==> src/rtl/core/csfb_pkg.sv <==
`timescale 1ns / 1ps
`default_nettype none
// ----------------------------------------------------------------------------
// csfb_pkg
// Shared types and constants of the segmented CAN frame builder.
// ----------------------------------------------------------------------------
package csfb_pkg;

  localparam int STORE_BYTES = 4096;
  localparam int NUM_BANKS   = 8;
  localparam int BANK_ROWS   = STORE_BYTES / NUM_BANKS;
  localparam int ROW_W       = $clog2(BANK_ROWS);
  localparam int BANK_SEL_W  = $clog2(NUM_BANKS);
  localparam int ADDR_W      = 12;
  localparam int BASE_W      = 13;
  localparam int FRAME_BYTES = 8;
  localparam int HDR_BYTES   = 3;

  localparam logic [7:0]  PCI_FIRST    = 8'h10;
  localparam logic [7:0]  PCI_CONSEC   = 8'h20;
  localparam logic [7:0]  PCI_FLOW     = 8'h30;
  localparam logic [11:0] SINGLE_LIMIT = 12'd8;
  localparam logic [11:0] CONSEC_BYTES = 12'd7;
  localparam logic [3:0]  DLC_FULL     = 4'd8;
  localparam logic [3:0]  DLC_FLOW     = 4'd3;

  // register index, taken from paddr[2]
  localparam logic REG_MSG_LEN = 1'b0;

  typedef enum logic [1:0] {
    OP_WRITE = 2'd0,
    OP_BUILD = 2'd1,
    OP_FLOW  = 2'd2
  } csfb_op_e;

  typedef enum logic [2:0] {
    KIND_SINGLE = 3'd0,
    KIND_FIRST  = 3'd1,
    KIND_CONSEC = 3'd2,
    KIND_FLOW   = 3'd3,
    KIND_ERROR  = 3'd4
  } csfb_kind_e;

  typedef struct packed {
    logic              wr_en;
    logic [ADDR_W-1:0] wr_addr;
    logic [7:0]        wr_data;
    logic              rd_en;
    logic [BASE_W-1:0] rd_base;
  } csfb_store_req_t;

  typedef struct packed {
    csfb_kind_e                  kind;
    logic [3:0]                  dlc;
    logic [1:0]                  hdr_cnt;
    logic [HDR_BYTES-1:0][7:0]   hdr;
    logic [BASE_W-1:0]           base;
  } csfb_frame_ctrl_t;

endpackage
`default_nettype wire

==> src/rtl/core/csfb_assemble.sv <==
`timescale 1ns / 1ps
`default_nettype none
// ----------------------------------------------------------------------------
// csfb_assemble
// Rotates the bank read data into message order and lays the header and
// payload bytes into the eight frame bytes; bytes past the DLC are zero.
// ----------------------------------------------------------------------------
module csfb_assemble
  import csfb_pkg::*;
(
  input  wire csfb_frame_ctrl_t              ctrl_i,
  input  wire  [NUM_BANKS-1:0][7:0]          bank_i,
  output logic [FRAME_BYTES-1:0][7:0]        frame_o
);

  logic [NUM_BANKS-1:0][7:0] msg;

  always_comb begin
    logic [BANK_SEL_W-1:0] sel;
    logic [BASE_W:0]       abs_addr;
    for (int i = 0; i < NUM_BANKS; i++) begin
      sel      = ctrl_i.base[BANK_SEL_W-1:0] + BANK_SEL_W'(i);
      abs_addr = {1'b0, ctrl_i.base} + (BASE_W+1)'(i);
      msg[i]   = (abs_addr < (BASE_W+1)'(STORE_BYTES)) ? bank_i[sel] : 8'h00;
    end
  end

  always_comb begin
    logic [2:0] src;
    for (int j = 0; j < FRAME_BYTES; j++) begin
      src = 3'(j) - {1'b0, ctrl_i.hdr_cnt};
      if (4'(j) >= ctrl_i.dlc) begin
        frame_o[j] = 8'h00;
      end else if (3'(j) < {1'b0, ctrl_i.hdr_cnt}) begin
        frame_o[j] = ctrl_i.hdr[j[1:0]];
      end else begin
        frame_o[j] = msg[src];
      end
    end
  end

endmodule
`default_nettype wire

==> config.mk <==
export PLATFORM = sky130hd
export DESIGN_NAME = csfb_assemble
export DESIGN_NICKNAME = d
export VERILOG_FILES = /design/src/rtl/core/csfb_pkg.sv /design/src/rtl/core/csfb_assemble.sv
export SDC_FILE = /design/constraint.sdc
export NUM_CORES = 1
export LEC_CHECK = 0
export ABC_AREA = 0
export BUFFER_PORTS_ARGS = -buffer_cell sky130_fd_sc_hd__buf_2
export CORE_UTILIZATION = 50
export DETAILED_ROUTE_END_ITERATION = 8
export GPL_TIMING_DRIVEN = 1
export PLACE_DENSITY = 0.81
export SLEW_MARGIN = 0
export SYNTH_ARGS = -nofsm -noshare
export SYNTH_HDL_FRONTEND = slang
export SYNTH_SLANG_ARGS = --single-unit
==> constraint.sdc <==
create_clock -name vclk -period 7.82
set_clock_uncertainty 0.15 [all_clocks]
set_input_delay 0.391 -clock vclk [all_inputs]
set_output_delay 0.391 -clock vclk [all_outputs]
set_load 0.01 [all_outputs]
# Word level (Yosys, flattened, before mapping)
# Cells that the tools add are included.
# totals
regBits	0
elab_cells	114
out_inout_bits	64
inputBits	110
# op_classes
order_cmp	38
mux	54
addsub	22
# op_table
cell	n
$bmux 8 s3	16
$mux 8	38
$lt 14x13->1 const B	7
$lt 3x4->1 const B	16
$add 13x3->14 const B	4
$add 13x2->14 const B	2
$ge 3x4->1 const A	4
$add 13x1->14 const B	1
$lt 13x13->1 const B	1
$add 3x3->3 const B	4
$sub 3x2->3 const A	4
$lt 3x2->1 const A	3
$ge 1x4->1 const A	2
$ge 2x4->1 const A	2
$add 3x2->3 const B	2
$sub 1x2->3 const A	2
$sub 2x2->3 const A	2
$lt 1x2->1 const A	2
$add 3x1->3 const B	1
$lt 2x2->1 const A	1

# Longest topological paths before layout
# depth
word_depth	8
depth_mapped	13
mapped_depth_nobuf	8

# Least setup slack after synthesis
# OpenSTA, ideal clock, no wires.
# synth_timing
path_kind	in2out
from	input ctrl_i[2] (netlist name)
to	output frame_o[48] (netlist name)
path_slack_ns	3.441
stages	13
arrival_ns	3.838
required_ns	7.279
n_path_buf	6
path_cell_list	buf_4 -> buf_4 -> buf_2 -> buf_1 -> inv_1 -> ha_1 -> clkbuf_1 -> buf_1 -> mux4_2 -> mux2i_1 -> o32ai_1 -> a2111oi_0 -> o221ai_1
# synth_rtl
item	line	source
from (decl)	csfb_assemble.sv:11	input wire csfb_frame_ctrl_t ctrl_i,
to (decl)	csfb_assemble.sv:13	output logic [FRAME_BYTES-1:0][7:0] frame_o

==> reports/qor.csv <==
metric;value;unit
status;complete, no violations;
utilization;0.589;
slew_headroom;0.356;
crit_type;primary input to output port;
drive_gt1_frac;0.406;
drc;0;
post-cts-setup-buffers;0;
yosys.area_share.simple;0.148;
synth_xor_area_frac;0.0114;
top_usage_layer;met2;
synth_compound_area_frac;0.232;
use_met1;0.475;
die_w;114;um
syn_avg_cell_area;9.30;sq um
rows;40;
drv_slew;0;
ant_nets;0;
io_pins;174;
grt_pass1_vias;6248;
tns;0;ns
p_per_area;85.3;mW/mm^2
crit_path_end;frame_o[53];
fillers;1123;
synth_cells;675;
startpoint;ctrl_i[2];
grt_pass1_wl;33.7;mm
synth_mux_area_frac;0.538;
cp-start-kind;primary input;
min_period;4.95;ns
seqCellArea;0;sq um
vias;7009;
pre_cts_ws;2.82;ns
maxCapViolations;0;
yosys-top-cells-area;mux4_2 (34%), mux2i_1 (13%), o221ai_1 (6.3%);
drt-total-wl;21.5;mm
final_cells;963;
holdWs;0.931;ns
grt_max_degree;85;
seq_cell_count;0;
finalCritPeriodShare;0.632;
place_inst;963;
setup_violations;0;
grt_use_met2;0.516;
ys_types;59;
synth-seq-area-share;0;
portBuffers;171;
wl_per_cell;22.3;um
synth_top_family_by_area;multiplexers;
rsz0062_at_grt;false;
overflow;0;
dieArea;0.0130;sq mm
leakagePower;2.88;nW
crit_path_max_fanout;44;
tightest_slew;0.960;ns
required;7.28;ns
synth_nets;794;
die_h;114;um
synth.top_cell.area_share;0.344;
hold_violations;0;
use_met3;0.0484;
clkbuf_count;0;
gp_congestion;0.976;
drt_iter0_drc;1033;
final_nets;916;
fin_ws;2.87;ns
ir_drop;31.0;uV
netlist_area;0.00628;sq mm
synthAdderAreaFrac;0.0179;
postCtsHoldBufs;0;
synth_warnings;0;
synth_top_cell_by_area;mux4_2;
fmax;202;MHz
first_pass_iters;5;
dp_hpwl;16.8;mm
cts_resized;0;
arrival;4.40;ns
antenna_found_initial;0;
num_antenna_cells;0;
cp-end-kind;output port;
hold_path.class;primary input to output port;
grt.total_usage;0.325;
floorplan.initialDensity;0.518;
avgViaCountPerCell;7.28;
fp.coreArea;0.0121;sq mm
area_delta_synth_final;13.7;%
[cell usage after synthesis, drive strengths merged (2+ instances only)]
cell type   n
mux4       99
mux2i      85
nand2      62
nor2       56
o221ai     50
buf        39
nand3      31
mux2       24
a22o       23
clkbuf     21
a21oi      19
o22ai      16
o21ai      15
nor3       14
o32ai      13
inv        11
a211oi     10
and2        9
ha          9
a2111oi     8
nor2b       7
o21ba       7
nand4       5
or3         4
a21boi      3
a31oi       3
o31ai       3
or2         3
and4        2
nor4        2
o2111ai     2
o311ai      2
or4         2
xor2        2
[cell families after synthesis]
kind of cell             after synthesis
AO/OA/AOI/OAI                        182
XOR/XNOR                               3
adder cells (fa/ha/maj)                9
buffers and inverters                 71
multiplexers                         208
AND/OR/NAND/NOR                      202
[per-stage QoR]
stage / power [mW] / area [sq um]
2_1_floorplan: 0.419 / 6280
3_3_place_gp: 0.584 / 7140
3_5_place_dp: 0.594 / 7140
4_1_cts: 0.596 / 7140
5_1_grt: 0.650 / 7140
6_report: 0.609 / 7140
[worst min-delay path by stage]
stage	from	to	slack [ns]	cells after the start
floorplan	ctrl_i[42]	frame_o[63]	0.75	1
global placement	ctrl_i[19]	frame_o[6]	0.94	4
detailed placement	ctrl_i[32]	frame_o[19]	0.94	4
CTS	ctrl_i[33]	frame_o[20]	0.94	4
global route	ctrl_i[36]	frame_o[23]	0.96	3
finish	ctrl_i[32]	frame_o[19]	0.93	4
[final cells by class]
type                            instances  area (sq um)  share of cell area
Multi-Input combinational cell        604          5960               0.835
Timing Repair Buffer                  180           926               0.130
Tap cell                              168           210              0.0295
Inverter                               11          41.3             0.00579
[worst max-delay path, stage by stage]
cell       delay, ns
buf_2           0.08
buf_4           0.52
inv_1           0.18
ha_1            0.90
buf_4           0.41
mux4_2          0.54
mux2i_1         0.32
o32ai_1         0.15
a2111oi_0       0.47
o221ai_1        0.21
buf_2           0.18
[report_power, final]
group          leakage (nW)  total [mW]  internal [mW]  switching (mW)
logic                  2.88       0.609          0.270           0.339
clock network             0           0              0               0
registers                 0           0              0               0
total                  2.88       0.609          0.270           0.339
[cell usage in the layout (no fill, tap or decap), types with 10 or more instances in the layout]
master and n:
buf_2 170, mux4_2 96, mux2i_1 84, nand2_1 62, nor2_1 56, o221ai_1 45, nand3_1 31, mux2_2 24
a22o_1 23, a21oi_1 19, o22ai_1 16, o21ai_0 15, nor3_1 14, o32ai_1 13, inv_1 10, a211oi_1 10
buf_4 10
[layer usage]
metal  part of all wire  up-vias
li1                   -     3110
met1               0.41     3358
met2               0.46      503
met3               0.12       38
met4              0.016        0
met5                  0        -
Note: power is estimated with default switching activity, not from simulation.
